## config.mk

```make
export PLATFORM = sky130hd
export DESIGN_NAME = tmce_queue
export DESIGN_NICKNAME = d
export VERILOG_FILES = /design/src/design/tmce_pkg.sv /design/src/design/tmce_queue.sv
export SDC_FILE = /design/constraint.sdc
export NUM_CORES = 1
export LEC_CHECK = 0
export BUFFER_PORTS_ARGS = -buffer_cell sky130_fd_sc_hd__buf_2
export CORE_MARGIN = 8
export CORE_UTILIZATION = 55
export CTS_CLUSTER_SIZE = 10
export DETAILED_ROUTE_END_ITERATION = 6
export MAX_ROUTING_LAYER = met4
export PLACE_DENSITY_LB_ADDON = 0.08
export SLEW_MARGIN = 20
export SYNTH_ARGS = -nofsm -noshare
export SYNTH_HDL_FRONTEND = slang
export SYNTH_SLANG_ARGS = --single-unit
export TNS_END_PERCENT = 50
```

## constraint.sdc

```tcl
create_clock -name aclk -period 5.8 [get_ports aclk]
set_clock_uncertainty 0.05 [all_clocks]
set_input_delay 0.58 -clock aclk [delete_from_list [all_inputs] [get_ports aclk]]
set_output_delay 0.58 -clock aclk [all_outputs]
set_load 0.02 [all_outputs]
```

## src/design/tmce_pkg.sv

```systemverilog
// ----------------------------------------------------------------------------
// Text console engine package
// Shared types, command codes and constants for the console datapath.
// ----------------------------------------------------------------------------
`default_nettype none

package tmce_pkg;

    localparam int POS_W     = 11;
    localparam int CHAR_W    = 8;
    localparam int COLOR_W   = 4;
    localparam int ATTR_W    = 8;
    localparam int CURSOR_W  = 11;
    localparam int CELL_W    = CHAR_W + ATTR_W;
    localparam int CFG_IDX_W = 2;

    localparam logic [CHAR_W-1:0] CHAR_NEWLINE = 8'h0A;
    localparam logic [CHAR_W-1:0] CHAR_RETURN  = 8'h0D;
    localparam logic [CHAR_W-1:0] CHAR_TAB     = 8'h09;
    localparam logic [CHAR_W-1:0] CHAR_BKSP    = 8'h08;
    localparam logic [CHAR_W-1:0] BLANK_CHAR   = 8'h20;

    localparam logic [COLOR_W-1:0] RESET_FG   = 4'd7;
    localparam logic [COLOR_W-1:0] RESET_BG   = 4'd0;
    localparam logic [ATTR_W-1:0]  RESET_ATTR = {RESET_BG, RESET_FG};

    localparam logic [CFG_IDX_W-1:0] CFG_FG_COLOR = 2'd0;
    localparam logic [CFG_IDX_W-1:0] CFG_BG_COLOR = 2'd1;

    typedef enum logic [1:0] {
        OP_CHAR  = 2'd0,
        OP_CLEAR = 2'd1,
        OP_WRITE = 2'd2,
        OP_READ  = 2'd3
    } op_t;

    typedef enum logic [3:0] {
        CMD_PUT,
        CMD_NEWLINE,
        CMD_RETURN,
        CMD_TAB,
        CMD_BKSP,
        CMD_CLEAR,
        CMD_WRITE,
        CMD_READ,
        CMD_NOP
    } cmd_kind_t;

    typedef struct packed {
        cmd_kind_t           kind;
        logic [CHAR_W-1:0]   ch;
        logic [POS_W-1:0]    pos;
        logic [ATTR_W-1:0]   attr;
    } cmd_t;

    typedef enum logic [3:0] {
        ST_INIT,
        ST_IDLE,
        ST_TAB,
        ST_SCROLL,
        ST_SCROLL_TAIL,
        ST_BLANK,
        ST_CLEAR,
        ST_READ,
        ST_FINISH
    } back_state_t;

endpackage

`default_nettype wire

```

## src/design/tmce_queue.sv

```systemverilog
// ----------------------------------------------------------------------------
// Command queue
// Two-entry queue that decouples the decoder from the execution engine.
// ----------------------------------------------------------------------------
`default_nettype none

module tmce_queue
    import tmce_pkg::*;
(
    input  wire logic aclk,
    input  wire logic aresetn,
    input  wire logic push_valid,
    output logic      push_ready,
    input  wire cmd_t push_cmd,
    output logic      pop_valid,
    input  wire logic pop_ready,
    output cmd_t      pop_cmd
);

    cmd_t       slot_reg [2];
    logic       wr_ptr_reg, wr_ptr_next;
    logic       rd_ptr_reg, rd_ptr_next;
    logic [1:0] count_reg, count_next;
    logic       do_push, do_pop;

    assign push_ready = (count_reg != 2'd2);
    assign pop_valid  = (count_reg != 2'd0);
    assign pop_cmd    = slot_reg[rd_ptr_reg];
    assign do_push    = push_valid && push_ready;
    assign do_pop     = pop_valid && pop_ready;

    always_comb begin
        wr_ptr_next = wr_ptr_reg ^ do_push;
        rd_ptr_next = rd_ptr_reg ^ do_pop;
        count_next  = count_reg;
        if (do_push && !do_pop) begin
            count_next = count_reg + 2'd1;
        end else if (!do_push && do_pop) begin
            count_next = count_reg - 2'd1;
        end
    end

    always_ff @(posedge aclk) begin
        if (!aresetn) begin
            wr_ptr_reg <= 1'b0;
            rd_ptr_reg <= 1'b0;
            count_reg  <= 2'd0;
        end else begin
            wr_ptr_reg <= wr_ptr_next;
            rd_ptr_reg <= rd_ptr_next;
            count_reg  <= count_next;
        end
    end

    always_ff @(posedge aclk) begin
        if (do_push) begin
            slot_reg[wr_ptr_reg] <= push_cmd;
        end
    end

endmodule

`default_nettype wire

```

==> results of run 1 <==
-- cell families after synthesis --
group | after synthesis | synth area share, %
adders and majority gates | 3 | 1.525
muxes | 31 | 14.18
xor gates and xnor gates | 3 | 1.068
DFF | 67 | 79.72
AOI/OAI and AO/OA | 3 | 0.7115
buffers and inverters | 4 | 0.7623
and+or+nand+nor | 8 | 2.034
-- layer usage --
metal / global-route usage [%] / up-vias / routed length [um]
met5: - / - / 0
met4: 7.827 / 0 / 131
li1: - / 616 / -
met2: 21.99 / 57 / 2334
met3: 4.004 / 11 / 206
met1: 14.76 / 639 / 1898
-- through the flow --
step / util [%] / power [mW] / setup WS, ns
floorplan: - / 0.9400 / 3.704
global route: 70.40 / 1.471 / 3.082
CTS: 70.40 / 1.425 / 3.151
finish: 70.40 / 1.413 / 3.189
global placement: 66.35 / 1.056 / 3.574
detailed placement: 66.35 / 1.078 / 3.513
-- critical path: cells and delay by family, from the launching register on --
| family | cells | cell delay (ns) |
|---|---|---|
| buffers and inverters | 2 | 0.53 |
| DFF | 1 | 0.74 |
| muxes | 1 | 0.38 |
-- worst min-delay path by stage --
stage | slack, ns | endpoint
2_1_floorplan | 0.43 | count_reg[1]
3_3_place_gp | 0.44 | count_reg[1]
3_5_place_dp | 0.51 | count_reg[1]
4_1_cts | 0.38 | slot_reg[0][18]
5_1_grt | 0.38 | slot_reg[1][18]
6_report | 0.39 | slot_reg[0][18]
-- final cells by class --
type	count	area, um^2	share of cell area [%]
clock buffer	12	135.1	4.439
clock inverter	3	40.04	1.315
inverter	1	3.754	0.1233
multi-input combinational	48	480.5	15.78
sequential	67	1962	64.45
tap	52	65.06	2.137
timing repair buffer	70	357.8	11.76
-- cells in the final DEF (no fill, tap or decap) --
cell type,count
clkinv_2,2
buf_4,3
a21boi_1,1
o21ai_1,1
mux2_2,31
nor2b_1,1
nand2b_1,1
dfxtp_1,5
xnor2_1,2
clkbuf_1,3
bufinv_16,1
edfxtp_1,62
buf_2,67
o21ai_0,1
xor2_1,1
clkbuf_8,9
ha_1,3
inv_1,1
and2_1,4
or2_2,1
or3_1,1
-- power groups by stage --
stage | logic [mW] | clock network [mW] | registers (mW)
floorplan | 0.292 | 0 | 0.648
global placement | 0.395 | 0 | 0.661
detailed placement | 0.410 | 0 | 0.668
CTS | 0.413 | 0.354 | 0.658
global route | 0.432 | 0.374 | 0.664
finish | 0.406 | 0.351 | 0.656
==> impl_metrics.json, run 1 <==
{
  "pwr-share-comb_pct": 28.7,
  "synthTopCellsByArea": "edfxtp_1 76%, mux2_2 14%, dfxtp_1 4.1%",
  "fin_crit_sh_pct": 45.02,
  "firstDrtPassIters": 4,
  "whs_ns": 0.3857,
  "p_seq_share_pct": 46.4,
  "grt_usage_pct": 13.66,
  "drive_above_1_share_pct": 56.72,
  "worstMarginPinSlew_ns": 0.6532,
  "ctsResizeCount": 0,
  "synth_top_area_cell": "edfxtp_1",
  "antenna_left": 0,
  "cp_max_fo": 17,
  "synth-seq-cells": 67,
  "powerDensity_mw_per_mm2": 464.3,
  "reg2reg_to": "slot_reg[0][21]",
  "synth_cell_types": 16,
  "vias_per_cell": 5.229,
  "fin_area_mm2": 0.003044,
  "cp.arrival_ns": 1.98,
  "clk_pin_slew_ns": 0.07,
  "crit_end": "pop_cmd[12]",
  "syn_area_mm2": 0.002461,
  "synth_cells": 119,
  "cts_root_buf": "clkbuf_8",
  "slew_violations": 0,
  "gp_congestion": 0.6651,
  "clk_latency_ns": 0.32,
  "grt_max_degree": 32,
  "cts_buffers": 9,
  "p_leak_nw": 1.162,
  "criticalPathCategory": "flip-flop to output pin",
  "seq_area_frac_synth_pct": 79.72,
  "switching_share_pct": 30.37,
  "yosysWarnings": 0,
  "finalSetupTns_ns": 0,
  "placed_cell_area_mm2": 0.002869,
  "dpl.hpwl_mm": 3.243,
  "h-tree-depth": 3,
  "path_cells": "buf_4 -> mux2_2 -> buf_2",
  "vias": 1323,
  "hold_class": "input pin to flip-flop",
  "final_hold_viol_count": 0,
  "cts_setup_buffers": 0,
  "hp-start": "push_cmd[18]",
  "placedCellCount": 238,
  "netSwitchingPower_mw": 0.4292,
  "postCtsHoldBufs": 0,
  "drt-total-wl_mm": 4.571,
  "cp-end-kind": "output pin",
  "final_nets": 235,
  "max_slew_margin_pct": 56.39,
  "fillerInstances": 293,
  "port_buffers": 67,
  "hold_depth": 1,
  "rr_startpoint": "count_reg[0]",
  "antenna_found_initial": 0,
  "fp-row-count": 24,
  "initial_core_util_pct": 56.92,
  "largest_reg_flops": 62,
  "drc_errors": 0,
  "grt_setup_unrepaired": "false",
  "cap_violations": 0,
  "clock_sinks": 67,
  "wl_per_cell_um": 18.07,
  "dr.first_iter.drc_count": 117,
  "synth_top_area_share_pct": 75.65,
  "rrSetupSlack_ns": 4.08,
  "max_freq_mhz": 382.9,
  "synth_common_cells": "62 x edfxtp_1, 31 x mux2_2, 5 x dfxtp_1",
  "fp.dieH_um": 82.90,
  "p_clk_share_pct": 24.8,
  "outcome": "finished, final reports clean",
  "p_int_mw": 0.9842,
  "syn_avg_cell_area_um2": 20.68,
  "dieArea_mm2": 0.006872,
  "gr-total-overflow": 0,
  "ios": 68,
  "setup_violations": 0,
  "core_region_area_mm2": 0.004324,
  "max-vdd-ir-drop_uv": 370.6,
  "grt_pass1_wl_mm": 7.189,
  "syn2layout_area_growth_pct": 23.69,
  "yosysMostFrequentCell": "edfxtp_1",
  "synth_flop_cell": "edfxtp_1",
  "diodes": 0,
  "crit_path_top_delay_cell": "dfxtp_1",
  "die_w_um": 82.90,
  "period_minus_slack_ns": 2.611,
  "async_reset_ff_share_pct": 0,
  "cts_tree": "built",
  "cp-start-kind": "flip-flop",
  "grt_pass1_vias": 1477,
  "cpPeakStageDelay_ns": 0.74,
  "clockBufferDepth": 2,
  "syn_nets": 157,
  "synth_edf_count": 62,
  "final_cells": 253,
  "r2r_cells": 4,
  "required_ns": 5.17
}
Note: power is estimated with default switching activity, not from simulation.
==> run 2, diff against run 1 <==
- CORE_UTILIZATION: 55 -> 51
- clock period: 5.8 -> 2.5 ns (I/O delays scaled with it)
==> run 2 against run 1 <==
  * Power up 120%
  * Clock power up 99%
  * Sequential power up 130%
  * Critical path depth unchanged
  * Critical path type unchanged
==> impl_metrics.json, run 2 (synthesized netlist as in run 1, its figures left out) <==
{
  "grt_max_degree": 32,
  "required_ns": 2.20,
  "syn2layout_area_growth_pct": 22.78,
  "postCtsHoldBufs": 0,
  "core_region_area_mm2": 0.004692,
  "fp.dieH_um": 85.47,
  "hold_depth": 1,
  "final_hold_viol_count": 0,
  "cp_max_fo": 31,
  "fp-row-count": 25,
  "fin_crit_sh_pct": 74.61,
  "placedCellCount": 240,
  "die_w_um": 85.47,
  "pwr-share-comb_pct": 30.3,
  "grt_pass1_vias": 1459,
  "vias_per_cell": 4.984,
  "criticalPathCategory": "flip-flop to output pin",
  "rrSetupSlack_ns": 0.81,
  "reg2reg_to": "slot_reg[0][14]",
  "grt_usage_pct": 12.83,
  "p_leak_nw": 1.147,
  "wl_per_cell_um": 17.07,
  "grt_pass1_wl_mm": 6.796,
  "clockBufferDepth": 2,
  "slew_violations": 0,
  "p_int_mw": 2.167,
  "initial_core_util_pct": 52.45,
  "firstDrtPassIters": 4,
  "antenna_found_initial": 0,
  "grt_setup_unrepaired": "false",
  "port_buffers": 67,
  "ctsResizeCount": 0,
  "netSwitchingPower_mw": 0.9777,
  "cts_buffers": 9,
  "max_slew_margin_pct": 71.91,
  "p_seq_share_pct": 47.4,
  "clk_latency_ns": 0.32,
  "largest_reg_flops": 62,
  "hp-start": "push_cmd[28]",
  "layout.cells.most_common_list": "67 x buf_2, 62 x edfxtp_1, 31 x mux2_2",
  "outcome": "finished, final reports clean",
  "post-place-ws_ns": 0.8202,
  "cp-start-kind": "flip-flop",
  "antenna_left": 0,
  "clk_pin_slew_ns": 0.07,
  "drt-total-wl_mm": 4.371,
  "drive_above_1_share_pct": 54.95,
  "cts_setup_buffers": 0,
  "max-vdd-ir-drop_uv": 561.5,
  "fillerInstances": 333,
  "ios": 68,
  "max_freq_mhz": 536.1,
  "dieArea_mm2": 0.007304,
  "r2r_cells": 4,
  "cts_root_buf": "clkbuf_8",
  "cts_tree": "built",
  "hold_path_end": "slot_reg[0][28]",
  "fin_ws_ns": 0.6347,
  "cp-end-kind": "output pin",
  "diodes": 0,
  "final_nets": 235,
  "h-tree-depth": 3,
  "cp.arrival_ns": 1.57,
  "final_common_cell": "buf_2",
  "finalSetupTns_ns": 0,
  "period_minus_slack_ns": 1.865,
  "clock_sinks": 67,
  "worstMarginPinSlew_ns": 0.4213,
  "cap_violations": 0,
  "gp_congestion": 0.6985,
  "dr.first_iter.drc_count": 82,
  "gr-total-overflow": 0,
  "rr_startpoint": "count_reg[0]",
  "drc_errors": 0,
  "vias": 1276,
  "dpl.hpwl_mm": 2.907,
  "final_cells": 256,
  "whs_ns": 0.05619,
  "p_clk_share_pct": 22.2,
  "powerDensity_mw_per_mm2": 1041,
  "switching_share_pct": 31.09,
  "setup_violations": 0,
  "hold_class": "input pin to flip-flop"
}
[run 2: power by group through the flow]
stage / clock, mW / combinational [mW] / sequential, mW
after floorplan: 0 / 0.677 / 1.50
after global placement: 0 / 0.951 / 1.50
after detailed placement: 0 / 0.968 / 1.52
after CTS: 0.720 / 0.976 / 1.49
after global routing: 0.767 / 1.03 / 1.51
final: 0.699 / 0.954 / 1.49
[run 2: how the worst max path moves through the flow]
| stage | to | slack (ns) | cells past startpoint |
|---|---|---|---|
| after floorplan | slot_reg[1][0] | 0.40 | 3 |
| final | pop_cmd[11] | 0.63 | 3 |
| after global placement | slot_reg[1][14] | 0.90 | 4 |
| after CTS | pop_cmd[9] | 0.60 | 3 |
| after detailed placement | slot_reg[0][24] | 0.82 | 4 |
| after global routing | pop_cmd[21] | 0.56 | 3 |
[run 2: per-stage QoR]
stage,total power [mW],cell area [um^2],utilization (%)
2_1_floorplan,2.181,2461,-
3_3_place_gp,2.452,2872,61.20
3_5_place_dp,2.484,2872,61.20
4_1_cts,3.190,3022,64.40
5_1_grt,3.304,3022,64.40
6_report,3.145,3022,64.40
[run 2: critical path, cell delays in order (launching register included)]
cell,delay [ns]
dfxtp_1,0.31
buf_4,0.36
mux2_2,0.40
buf_2,0.16
[run 2: per-layer routing]
layer	share of wire [%]	vias to the layer above	track usage [%]
met5	0	-	-
met4	1.8	0	7.166
li1	-	614	-
met2	51	47	20.45
met3	6.9	9	5.116
met1	40	606	13.29
[run 2: layout make-up]
class / instances / area [um^2] / share of cell area (%)
clock inverter: 6 / 22.52 / 0.7453
multi-input combinational: 48 / 480.5 / 15.90
tap: 54 / 67.56 / 2.236
inverter: 1 / 3.754 / 0.1242
timing repair buffer: 70 / 357.8 / 11.84
clock buffer: 10 / 127.6 / 4.224
sequential: 67 / 1962 / 64.93
