$ cat src/design/tmce_pkg.sv
// ----------------------------------------------------------------------------
// Text console engine package
// Shared types, command codes and constants for the console datapath.
// ----------------------------------------------------------------------------
`default_nettype none

package tmce_pkg;

    localparam int POS_W     = 11;
    localparam int CHAR_W    = 8;
    localparam int COLOR_W   = 4;
    localparam int ATTR_W    = 8;
    localparam int CURSOR_W  = 11;
    localparam int CELL_W    = CHAR_W + ATTR_W;
    localparam int CFG_IDX_W = 2;

    localparam logic [CHAR_W-1:0] CHAR_NEWLINE = 8'h0A;
    localparam logic [CHAR_W-1:0] CHAR_RETURN  = 8'h0D;
    localparam logic [CHAR_W-1:0] CHAR_TAB     = 8'h09;
    localparam logic [CHAR_W-1:0] CHAR_BKSP    = 8'h08;
    localparam logic [CHAR_W-1:0] BLANK_CHAR   = 8'h20;

    localparam logic [COLOR_W-1:0] RESET_FG   = 4'd7;
    localparam logic [COLOR_W-1:0] RESET_BG   = 4'd0;
    localparam logic [ATTR_W-1:0]  RESET_ATTR = {RESET_BG, RESET_FG};

    localparam logic [CFG_IDX_W-1:0] CFG_FG_COLOR = 2'd0;
    localparam logic [CFG_IDX_W-1:0] CFG_BG_COLOR = 2'd1;

    typedef enum logic [1:0] {
        OP_CHAR  = 2'd0,
        OP_CLEAR = 2'd1,
        OP_WRITE = 2'd2,
        OP_READ  = 2'd3
    } op_t;

    typedef enum logic [3:0] {
        CMD_PUT,
        CMD_NEWLINE,
        CMD_RETURN,
        CMD_TAB,
        CMD_BKSP,
        CMD_CLEAR,
        CMD_WRITE,
        CMD_READ,
        CMD_NOP
    } cmd_kind_t;

    typedef struct packed {
        cmd_kind_t           kind;
        logic [CHAR_W-1:0]   ch;
        logic [POS_W-1:0]    pos;
        logic [ATTR_W-1:0]   attr;
    } cmd_t;

    typedef enum logic [3:0] {
        ST_INIT,
        ST_IDLE,
        ST_TAB,
        ST_SCROLL,
        ST_SCROLL_TAIL,
        ST_BLANK,
        ST_CLEAR,
        ST_READ,
        ST_FINISH
    } back_state_t;

endpackage

`default_nettype wire

$ cat src/design/tmce_front.sv
// ----------------------------------------------------------------------------
// Console front end
// Holds the color registers, accepts input beats and decodes them into
// commands for the execution queue.
// ----------------------------------------------------------------------------
`default_nettype none

module tmce_front
    import tmce_pkg::*;
#(
    parameter int COLS = 80,
    parameter int ROWS = 25
) (
    input  wire logic                 aclk,
    input  wire logic                 aresetn,
    input  wire logic                 cfg_valid,
    output logic                      cfg_ready,
    input  wire logic [CFG_IDX_W-1:0] cfg_addr,
    input  wire logic [COLOR_W-1:0]   cfg_data,
    input  wire logic                 s_valid,
    output logic                      s_ready,
    input  wire logic [1:0]           s_op,
    input  wire logic [CHAR_W-1:0]    s_char_code,
    input  wire logic [POS_W-1:0]     s_position,
    input  wire logic [COLOR_W-1:0]   s_cell_fg,
    input  wire logic [COLOR_W-1:0]   s_cell_bg,
    input  wire logic                 init_done,
    output logic                      push_valid,
    input  wire logic                 push_ready,
    output cmd_t                      push_cmd
);

    localparam int CELLS  = COLS * ROWS;
    localparam int ADDR_W = $clog2(CELLS);
    localparam int CMP_W  = ((ADDR_W > POS_W) ? ADDR_W : POS_W) + 1;

    logic [COLOR_W-1:0] fg_reg, fg_next;
    logic [COLOR_W-1:0] bg_reg, bg_next;
    logic               in_range;

    assign cfg_ready = 1'b1;

    always_comb begin
        fg_next = fg_reg;
        bg_next = bg_reg;
        if (cfg_valid) begin
            if (cfg_addr == CFG_FG_COLOR) begin
                fg_next = cfg_data;
            end else if (cfg_addr == CFG_BG_COLOR) begin
                bg_next = cfg_data;
            end
        end
    end

    always_ff @(posedge aclk) begin
        if (!aresetn) begin
            fg_reg <= RESET_FG;
            bg_reg <= RESET_BG;
        end else begin
            fg_reg <= fg_next;
            bg_reg <= bg_next;
        end
    end

    // Nothing is taken while the back end is still sweeping the screen after reset.
    assign s_ready    = push_ready && init_done;
    assign push_valid = s_valid && init_done;
    assign in_range   = CMP_W'(s_position) < CMP_W'(CELLS);

    always_comb begin
        push_cmd.ch   = s_char_code;
        push_cmd.pos  = s_position;
        push_cmd.attr = {bg_reg, fg_reg};
        push_cmd.kind = CMD_NOP;
        unique case (op_t'(s_op))
            OP_CHAR: begin
                unique case (s_char_code)
                    CHAR_NEWLINE: push_cmd.kind = CMD_NEWLINE;
                    CHAR_RETURN:  push_cmd.kind = CMD_RETURN;
                    CHAR_TAB:     push_cmd.kind = CMD_TAB;
                    CHAR_BKSP:    push_cmd.kind = CMD_BKSP;
                    default:      push_cmd.kind = CMD_PUT;
                endcase
            end
            OP_CLEAR: push_cmd.kind = CMD_CLEAR;
            OP_WRITE: begin
                push_cmd.attr = {s_cell_bg, s_cell_fg};
                push_cmd.kind = in_range ? CMD_WRITE : CMD_NOP;
            end
            OP_READ: push_cmd.kind = in_range ? CMD_READ : CMD_NOP;
            default: push_cmd.kind = CMD_NOP;
        endcase
    end

endmodule

`default_nettype wire

$ cat config.mk
export PLATFORM = sky130hd
export DESIGN_NAME = tmce_front
export DESIGN_NICKNAME = d
export VERILOG_FILES = /design/src/design/tmce_pkg.sv /design/src/design/tmce_front.sv
export SDC_FILE = /design/constraint.sdc
export NUM_CORES = 1
export LEC_CHECK = 0
export BUFFER_PORTS_ARGS = -buffer_cell sky130_fd_sc_hd__buf_2
export CAP_MARGIN = 30
export CORE_MARGIN = 8
export CORE_UTILIZATION = 33
export CTS_CLUSTER_SIZE = 20
export DETAILED_ROUTE_END_ITERATION = 6
export GPL_TIMING_DRIVEN = 0
export HOLD_SLACK_MARGIN = 0.1
export PLACE_DENSITY = 0.78
export SLEW_MARGIN = 10
export SYNTH_ARGS = -nofsm -noshare
export SYNTH_HDL_FRONTEND = slang
export SYNTH_SLANG_ARGS = --single-unit
$ cat constraint.sdc
create_clock -name aclk -period 1.6 [get_ports aclk]
set_input_delay 0.24 -clock aclk [delete_from_list [all_inputs] [get_ports aclk]]
set_output_delay 0.24 -clock aclk [all_outputs]
set_load 0.03 [all_outputs]
==> results of run 1 <==
-- routing by layer --
| layer | vias up | wire [um] | share of wire (%) |
|---|---|---|---|
| met3 | 7 | 313 | 14 |
| met5 | - | 0 | 0 |
| li1 | 390 | - | - |
| met4 | 0 | 68 | 3.0 |
| met2 | 51 | 1111 | 49 |
| met1 | 348 | 788 | 35 |
-- repair_timing --
item / 4_1_cts / 5_1_grt
hold buffers: 0 / 0
pin swaps: 1 / 0
resized for setup: 6 / 2
endpoints found under the setup margin: 9 / 2
-- synth_stat cells, types with 2 or more instances --
master / count / share of area, %
dfxtp_1: 8 / 24
mux2_2: 8 / 13
mux2i_1: 8 / 12
o21ai_0: 3 / 2.2
nand3b_1: 2 / 2.2
nand2_1: 3 / 1.7
and2_1: 2 / 1.8
nor2b_1: 6 / 5.5
buf_4: 20 / 22
nor2_1: 2 / 1.1
-- stage by stage --
stage                     power, uW  cells  hold WS [ps]  area, um2  utilization [%]
final                         670.8    175         205.3       1121            57.73
after floorplan               405.1     76         301.9      693.2                -
after global routing          705.4    175         210.4       1121            57.73
after detailed placement      510.2    172         459.3       1072            55.22
after CTS                     682.0    175         197.0       1119            57.60
after global placement        505.2    172         448.8       1072            55.22
-- kinds of logic (layout without fill, tap and decap cells) --
group | Yosys count | after routing
DFF | 8 | 8
AOI/OAI and AO/OA | 6 | 6
other | 1 | 1
buffers and inverters | 21 | 93
xor gates and xnor gates | 1 | 1
and+or+nand+nor | 23 | 23
muxes | 16 | 16
-- worst max path at each step --
| stage | from | endpoint | slack, ps | depth (start not counted) |
|---|---|---|---|---|
| after floorplan | s_char_code[2] | push_cmd[29] | -180 | 3 |
| after global placement | s_char_code[2] | push_cmd[29] | -380 | 5 |
| after detailed placement | s_char_code[2] | push_cmd[29] | -410 | 5 |
| after CTS | s_char_code[2] | push_cmd[29] | -230 | 5 |
| after global routing | s_char_code[2] | push_cmd[29] | -250 | 5 |
| final | s_char_code[2] | push_cmd[29] | -230 | 5 |
-- power by group through the flow --
stage	clock, uW	sequential, uW	combinational, uW
after CTS	170	210	303
after detailed placement	0	214	296
final	159	210	302
after global placement	0	213	292
after floorplan	0	213	192
after global routing	173	210	322
-- cell type report --
cell class	instances	area, um2
Buffer	21	155.1
Clock buffer	3	22.52
Fill cell	194	820.8
Multi-Input combinational cell	47	382.9
Sequential cell	8	160.2
Tap cell	27	33.78
Timing Repair Buffer	69	366.6
==> metrics.md, run 1 <==
| Metric | Value |
|---|---|
| Status | complete, but fails checks |
| Failing checks | setup timing |
| Global-route met2 utilization | 22.69% |
| Synth Area in Compound Gates | 5.176% |
| Hold Path Depth | 2 |
| Layout Skew | 0 ps |
| Number of global-route vias before repair | 840 |
| Crit-path max cell delay | 530 ps |
| Max-slew violations | 0 |
| Leading cell types in the layout, fill and taps excluded | 65 x buf_2, 21 x buf_4, 8 x mux2_2, 8 x mux2i_1, 8 x dfxtp_1 |
| Routed WL per cell | 13.04 um |
| Syn_nets | 117 |
| Average size of a mapped cell | 8.907 um2 |
| Area grow syn2layout | 65.62% |
| Largest net degree at the start of global routing | 9 |
| Critical Path Fanout Max | 2 |
| Crit path time final | 1826 ps |
| First-pass GRT wire length | 3484 um |
| Latest clock arrival within the worst-skew pair | 260 ps |
| Largest family of logic cells by synthesized area | multiplexers |
| Crit path max-delay family | simple AND/OR/NAND/NOR gates |
| Clk pwr share | 23.7% |
| Commonest non-fill, non-tap cell in the layout | buf_2 |
| Pre-antenna DRT Iters | 4 |
| FP Rows | 16 |
| Core area | 1942 um2 |
| Post-DP HPWL | 1975 um |
| Total negative slack | -226.0 ps |
| Unique masters post-synth | 24 |
| Vias per inst | 4.549 |
| Sw Ratio | 36.59% |
| Number of antenna violations at the first check in global routing | 0 |
| YS warnings | 0 |
| Busiest layer in global routing | met2 |
| Hold Crit Start | aresetn |
| Ys flop type | dfxtp_1 |
| Routed Wire Length | 2282 um |
| Met1 GRT Util | 10.89% |
| Int Power | 425.3 uW |
| Worst EP required | 1360 ps |
| Antenna-violating nets left | 0 |
| Crit share post-route | 114.1% |
| Nets@finish | 191 |
| Post-synthesis mux area share | 25.14% |
| Startpoint Class | primary input |
| Routability Congestion | 0.7592 |
| Post-Synthesis Cells | 76 |
| Place WS | -406.6 ps |
| CP arrival | 1590 ps |
| FF-to-FF path depth | 2 |
| Post-CTS setup buffers | 0 |
| Worst Path Buf+Inv | 2 |
| Layout cells sized above 1 | 71.62% |
| H-tree depth | 1 |
| 1st-iter DRT viols | 17 |
| CTS Buf Count | 3 |
| Synthesized area | 676.9 um2 |
| Setup violators final | 1 |
| Hold Vio Cnt, Final | 0 |
| CTS tree | done |
| FF-to-FF setup slack | 990 ps |
| CTS clk-pin slew, worst paths | 60 ps |
| Crit path capture type | primary output |
| CTS root buffer | clkbuf_4 |
| P per Cell Area | 598.3 nW/um2 |
| Post-synthesis xor/xnor area fraction | 1.294% |
| Hold worst-path end | fg_reg[0] |
| Sink Count | 8 |
| Gate power share | 45.1% |
| Initial core utilization | 34.86% |
| Inserted Diodes | 0 |
| # port buffers | 69 |
| GRT Total Usage | 12.29% |
| RSZ-0062 raised after global routing | yes |
| Max_cap viols | 0 |
| # IOs | 75 |
| Flops & latches, synth | 8 |
| Gr ovfl total | 0 |
| P_leak | 0.0005952 uW |
| Clock buffer depth | 2 |
| # DRC | 0 |
| Routed vias | 796 |
| Async SR Flop Fraction | 0% |
| Peak Freq | 547.7 MHz |
| HP Class | primary input to flip-flop |
| Die area | 3756 um2 |
| Met3 global-route usage | 3.967% |
| CP Class | primary input to primary output |
| Synthesized-area fraction occupied by adder cells | 0% |
| Flop pwr share | 31.2% |
| Die W | 61.29 um |
| Crit path max-delay cell type | or4_4 |
| Reg2reg end | fg_reg[2] |
| EDFF count, synth | 0 |
| Critical R2R Launch | fg_reg[2] |
| NetSw | 245.4 uW |
| Max IR drop VDD | 416.8 uV |
| Critical-path cell list | buf_6 > or4_4 > or4_4 > a21oi_4 > buf_6 |
| Post-Synth Simple-Gate Area | 21.44% |
| Sequential share of the synthesized area | 23.66% |
| Die H | 61.29 um |
| Worst Slack Setup Final | -226.0 ps |
No activity file was read; power rests on OpenSTA's default activity.
==> run 2: changes to the inputs <==
CTS_BUF_LIST = sky130_fd_sc_hd__clkbuf_16   (was not set)
==> run 2 against run 1 <==
The flow still finishes with violations (setup timing). Critical path type unchanged. Clock power grew to 2.6 times the previous value. Count of clock-buffer cells in the layout is the same. Clock skew stayed put. Combinational power is essentially flat. First-iteration DRC count up 12%. Die area stayed put. Cell count is the same. Power is 39% higher. Routed wire length is 0.70% higher. Sequential power barely moved. Worst hold slack gained 31 ps. Register-to-register slack is essentially flat.
==> metrics.md, run 2 (same netlist as run 1, synthesis figures left out) <==
| Metric | Value |
|---|---|
| 1st-iter DRT viols | 19 |
| Routability Congestion | 0.7592 |
| First-pass GRT wire length | 3525 um |
| Placed Area | 1072 um2 |
| # IOs | 75 |
| Layout cells sized above 1 | 71.62% |
| Startpoint Class | primary input |
| RSZ-0062 raised after global routing | yes |
| Routed vias | 796 |
| Hold Vio Cnt, Final | 0 |
| FF-to-FF setup slack | 990 ps |
| CTS Buf Count | 3 |
| Worst Slack Setup Final | -226.0 ps |
| HP Class | primary input to flip-flop |
| # DRC | 0 |
| Clock buffer depth | 2 |
| Critical Path Fanout Max | 2 |
| Sink Count | 8 |
| Placed cells | 172 |
| CP Class | primary input to primary output |
| CTS tree | done |
| Largest net degree at the start of global routing | 9 |
| Setup violators final | 1 |
| Vias per inst | 4.549 |
| Area grow syn2layout | 73.38% |
| CP arrival | 1590 ps |
| Die area | 3756 um2 |
| Routed Wire Length | 2298 um |
| Die W | 61.29 um |
| Post-DP HPWL | 1975 um |
| Crit path max-delay cell type | or4_4 |
| Number of antenna violations at the first check in global routing | 0 |
| Failing checks | setup timing |
| Nets@finish | 191 |
| Core area | 1942 um2 |
| Hold Crit Start | aresetn |
| Crit path time final | 1826 ps |
| Worst Path Buf+Inv | 2 |
| Hold worst-path end | fg_reg[1] |
| Critical path depth | 5 |
| Non-Filler Instances | 175 |
| Critical R2R Launch | bg_reg[3] |
| Max_cap viols | 0 |
| H-tree depth | 1 |
| Cell area after layout | 1174 um2 |
| Critical-path cell list | buf_6 > or4_4 > or4_4 > a21oi_4 > buf_6 |
| Crit path max-delay family | simple AND/OR/NAND/NOR gates |
| Max IR drop VDD | 741.4 uV |
| Number of global-route vias before repair | 836 |
| Leading cell types in the layout, fill and taps excluded | 65 x buf_2, 21 x buf_4, 8 x mux2_2, 8 x mux2i_1, 8 x dfxtp_1 |
| P per Cell Area | 794.9 nW/um2 |
| P_leak | 0.0006183 uW |
| # port buffers | 69 |
| Worst EP required | 1360 ps |
| Inserted Diodes | 0 |
| Layout fillers | 188 |
| Reg2reg end | bg_reg[3] |
| Crit share post-route | 114.1% |
| Crit path capture type | primary output |
| Status | complete, but fails checks |
| Commonest non-fill, non-tap cell in the layout | buf_2 |
| Initial core utilization | 34.86% |
| CTS clk-pin slew, worst paths | 40 ps |
| FF-to-FF path depth | 2 |
| FP Rows | 16 |
| Antenna-violating nets left | 0 |
| Hold Path Depth | 2 |
| Gr ovfl total | 0 |
| Die H | 61.29 um |
| Routed WL per cell | 13.13 um |
| Peak Freq | 547.7 MHz |
| Total area of sequential cells | 160.2 um2 |
| Layout Skew | 0 ps |
| GRT Total Usage | 12.38% |
| Max-slew violations | 0 |
| Footprint of the multi-input gates | 382.9 um2 |
| Latest clock arrival within the worst-skew pair | 230 ps |
| Pre-antenna DRT Iters | 4 |
| CTS root buffer | clkbuf_16 |
| Crit-path max cell delay | 530 ps |
[run 2: cell count changes in the layout (fill, tap and decap cells not counted)]
cell       previous run  this run
clkbuf_16             0         3
clkbuf_4              3         0
[run 2: per-layer routing]
| layer | up-vias | global-route usage, % | wire length (um) |
|---|---|---|---|
| met5 | - | 0 | 0 |
| met4 | 0 | 6.977 | 53 |
| met3 | 6 | 5.010 | 350 |
| met2 | 54 | 22.84 | 1110 |
| met1 | 347 | 11.12 | 785 |
| li1 | 389 | - | - |
[run 2: power by group]
group | switching (uW) | internal (uW)
logic | 170 | 133
clock network | 97.5 | 322
registers | 3.24 | 208
total | 270 | 663
[run 2: layout make-up]
type                    count  share of cell area, %
multi-input cells          47                  32.62
plain buffers              21                  13.22
repair buffers             69                  31.24
well taps                  27                  2.878
clock buffers               3                  6.397
flip-flops and latches      8                  13.65
[run 2: worst max path at each step]
stage / startpoint / endpoint / slack (ps)
floorplan: s_char_code[2] / push_cmd[29] / -180
global placement: s_char_code[2] / push_cmd[29] / -380
detailed placement: s_char_code[2] / push_cmd[29] / -410
CTS: s_char_code[2] / push_cmd[29] / -230
global route: s_char_code[2] / push_cmd[29] / -250
finish: s_char_code[2] / push_cmd[29] / -230
[run 2: timing repair]
item,CTS,global route
resized for setup,6,2
endpoints found under the hold margin,0,0
setup buffers,0,0
setup endpoints to repair,9,2
pin swaps,1,0
hold buffers,0,0
[run 2: metrics by stage]
step                power, uW  hold WS [ps]  setup WS (ps)  util, %  setup TNS, ps
floorplan               405.1         301.9         -183.6        -         -183.6
global route            970.3         247.3         -247.3    60.44         -257.4
global placement        505.2         448.8         -383.5    55.22         -827.7
CTS                     940.2         234.9         -230.5    60.31         -230.5
detailed placement      510.2         459.3         -406.6    55.22         -939.7
finish                  932.9         236.5         -226.0    60.44         -226.0
==> run 3: changes to the inputs <==
PLACE_DENSITY = not set   (was 0.78)
PLACE_DENSITY_LB_ADDON = 0.05   (was not set)
SETUP_SLACK_MARGIN = 0.05   (was not set)
==> run 3 against run 2 <==
The run still ends with setup timing left. Non-clock buffer count rose by 2. Sequential power barely moved. Register-to-register slack barely moved. Global-route usage fell by 1.5 points. Critical path type unchanged. Critical endpoint unchanged.
==> metrics.md, run 3 (same netlist as run 1, synthesis figures left out) <==
| Metric | Value |
|---|---|
| Status | complete, but fails checks |
| Failing checks | setup timing |
| Layout Skew | 0 ps |
| Highest metal used | met3 |
| Latest clock arrival within the worst-skew pair | 230 ps |
| Worst hold slack | 236.8 ps |
| Routability Congestion | 0.6279 |
| CP arrival | 1580 ps |
| Startpoint Class | primary input |
| Routed vias | 746 |
| Pre-antenna DRT Iters | 4 |
| CTS tree | done |
| Initial core utilization | 34.86% |
| Hold Vio Cnt, Final | 0 |
| Die W | 61.29 um |
| 1st-iter DRT viols | 14 |
| Commonest non-fill, non-tap cell in the layout | buf_2 |
| # IOs | 75 |
| Setup violators final | 2 |
| Largest net degree at the start of global routing | 9 |
| Number of global-route vias before repair | 800 |
| GRT Total Usage | 10.87% |
| Critical Path Fanout Max | 3 |
| Peak Freq | 549.7 MHz |
| Total power | 930.9 uW |
| H-tree depth | 1 |
| RSZ-0062 raised after global routing | yes |
| Final core occ | 62.05% |
| Gr ovfl total | 0 |
| CTS root buffer | clkbuf_16 |
| Crit path time final | 1819 ps |
| Crit share post-route | 113.7% |
| Worst EP required | 1360 ps |
| Die H | 61.29 um |
| P_leak | 0.0006307 uW |
| Routed metal-1 wirelength | 827 um |
| CTS Hold Bufs | 0 |
| P per Cell Area | 772.6 nW/um2 |
| Sink Count | 8 |
| CTS clk-pin slew, worst paths | 40 ps |
| Post-DP HPWL | 1819 um |
| Area grow syn2layout | 78.00% |
| Number of antenna violations at the first check in global routing | 0 |
| Max IR drop VDD | 806.3 uV |
| Inserted Diodes | 0 |
| CP Class | primary input to primary output |
| Routed WL per cell | 11.73 um |
| Layout fillers | 173 |
| # port buffers | 69 |
| Max-slew violations | 0 |
| Met3 Wirelength | 331 um |
| HP Class | primary input to flip-flop |
| Placed Area | 1076 um2 |
| Die area | 3756 um2 |
| Core area | 1942 um2 |
| # DRC | 0 |
| Worst Slack Setup Final | -219.2 ps |
| Leading cell types in the layout, fill and taps excluded | 65 x buf_2, 21 x buf_4, 8 x mux2_2, 8 x mux2i_1, 8 x dfxtp_1 |
| First-pass GRT wire length | 3180 um |
| Vias per inst | 4.215 |
| Cell area after layout | 1205 um2 |
| Place WS | -384.4 ps |
| Clock buffer depth | 2 |
| Nets@finish | 193 |
| Antenna-violating nets left | 0 |
| CTS Buf Count | 3 |
| WL met2 | 918 um |
| Routed Wire Length | 2077 um |
| FP Rows | 16 |
| Layout cells sized above 1 | 72.00% |
| Max_cap viols | 0 |
| Crit path capture type | primary output |
[run 3: cell types whose count changed in the layout (fill, tap and decap cells not counted)]
cell and change:
buf_6 +2, o31ai_2 -1, o31ai_4 +1
[run 3: per-stage QoR]
| step | setup TNS (ps) | cells |
|---|---|---|
| after floorplan | -173.3 | 76 |
| after global placement | -867.0 | 172 |
| after detailed placement | -792.7 | 172 |
| after CTS | -286.8 | 176 |
| after global routing | -407.2 | 177 |
| final | -366.3 | 177 |
[run 3: layout make-up]
class | count | area, um2 | share of cell area, %
plain buffers | 21 | 155.1 | 12.88
repair buffers | 71 | 389.1 | 32.29
well taps | 27 | 33.78 | 2.804
multi-input cells | 47 | 391.6 | 32.50
clock buffers | 3 | 75.07 | 6.231
flip-flops and latches | 8 | 160.2 | 13.29
[run 3: layer usage]
metal  track usage [%]  up-vias
li1                  -      390
met3             6.681        0
met1             12.34      312
met2             16.72       44
met4             2.658        0
met5                 0        -
[run 3: path summary, 6_finish.rpt]
check                                     from            to  slack, ps  cells after the start
worst max-delay path            s_char_code[6]  push_cmd[29]       -220                      5
worst min-delay path                   aresetn     fg_reg[2]        240                      2
worst max register to register       fg_reg[0]     fg_reg[0]        990                      2
worst min register to register       fg_reg[2]     fg_reg[2]        470                      2
[run 3: worst max-delay path, stage by stage]
cell and delay, ps:
buf_6 90, or4_4 530, or4_4 440, a21oi_4 130
buf_6 140
[run 3: repair_timing]
| item | in CTS | in global routing |
|---|---|---|
| endpoints found under the setup margin | 10 | 2 |
| buffers inserted | 1 | 1 |
| gates resized for setup | 5 | 4 |
| pin swaps | 3 | 0 |
[run 3: power breakdown]
part	switching, uW	leakage (uW)	internal (uW)
combinational	168	0.000529	136
sequential	3.19	0.0000652	208
clock	94.0	0.0000370	322
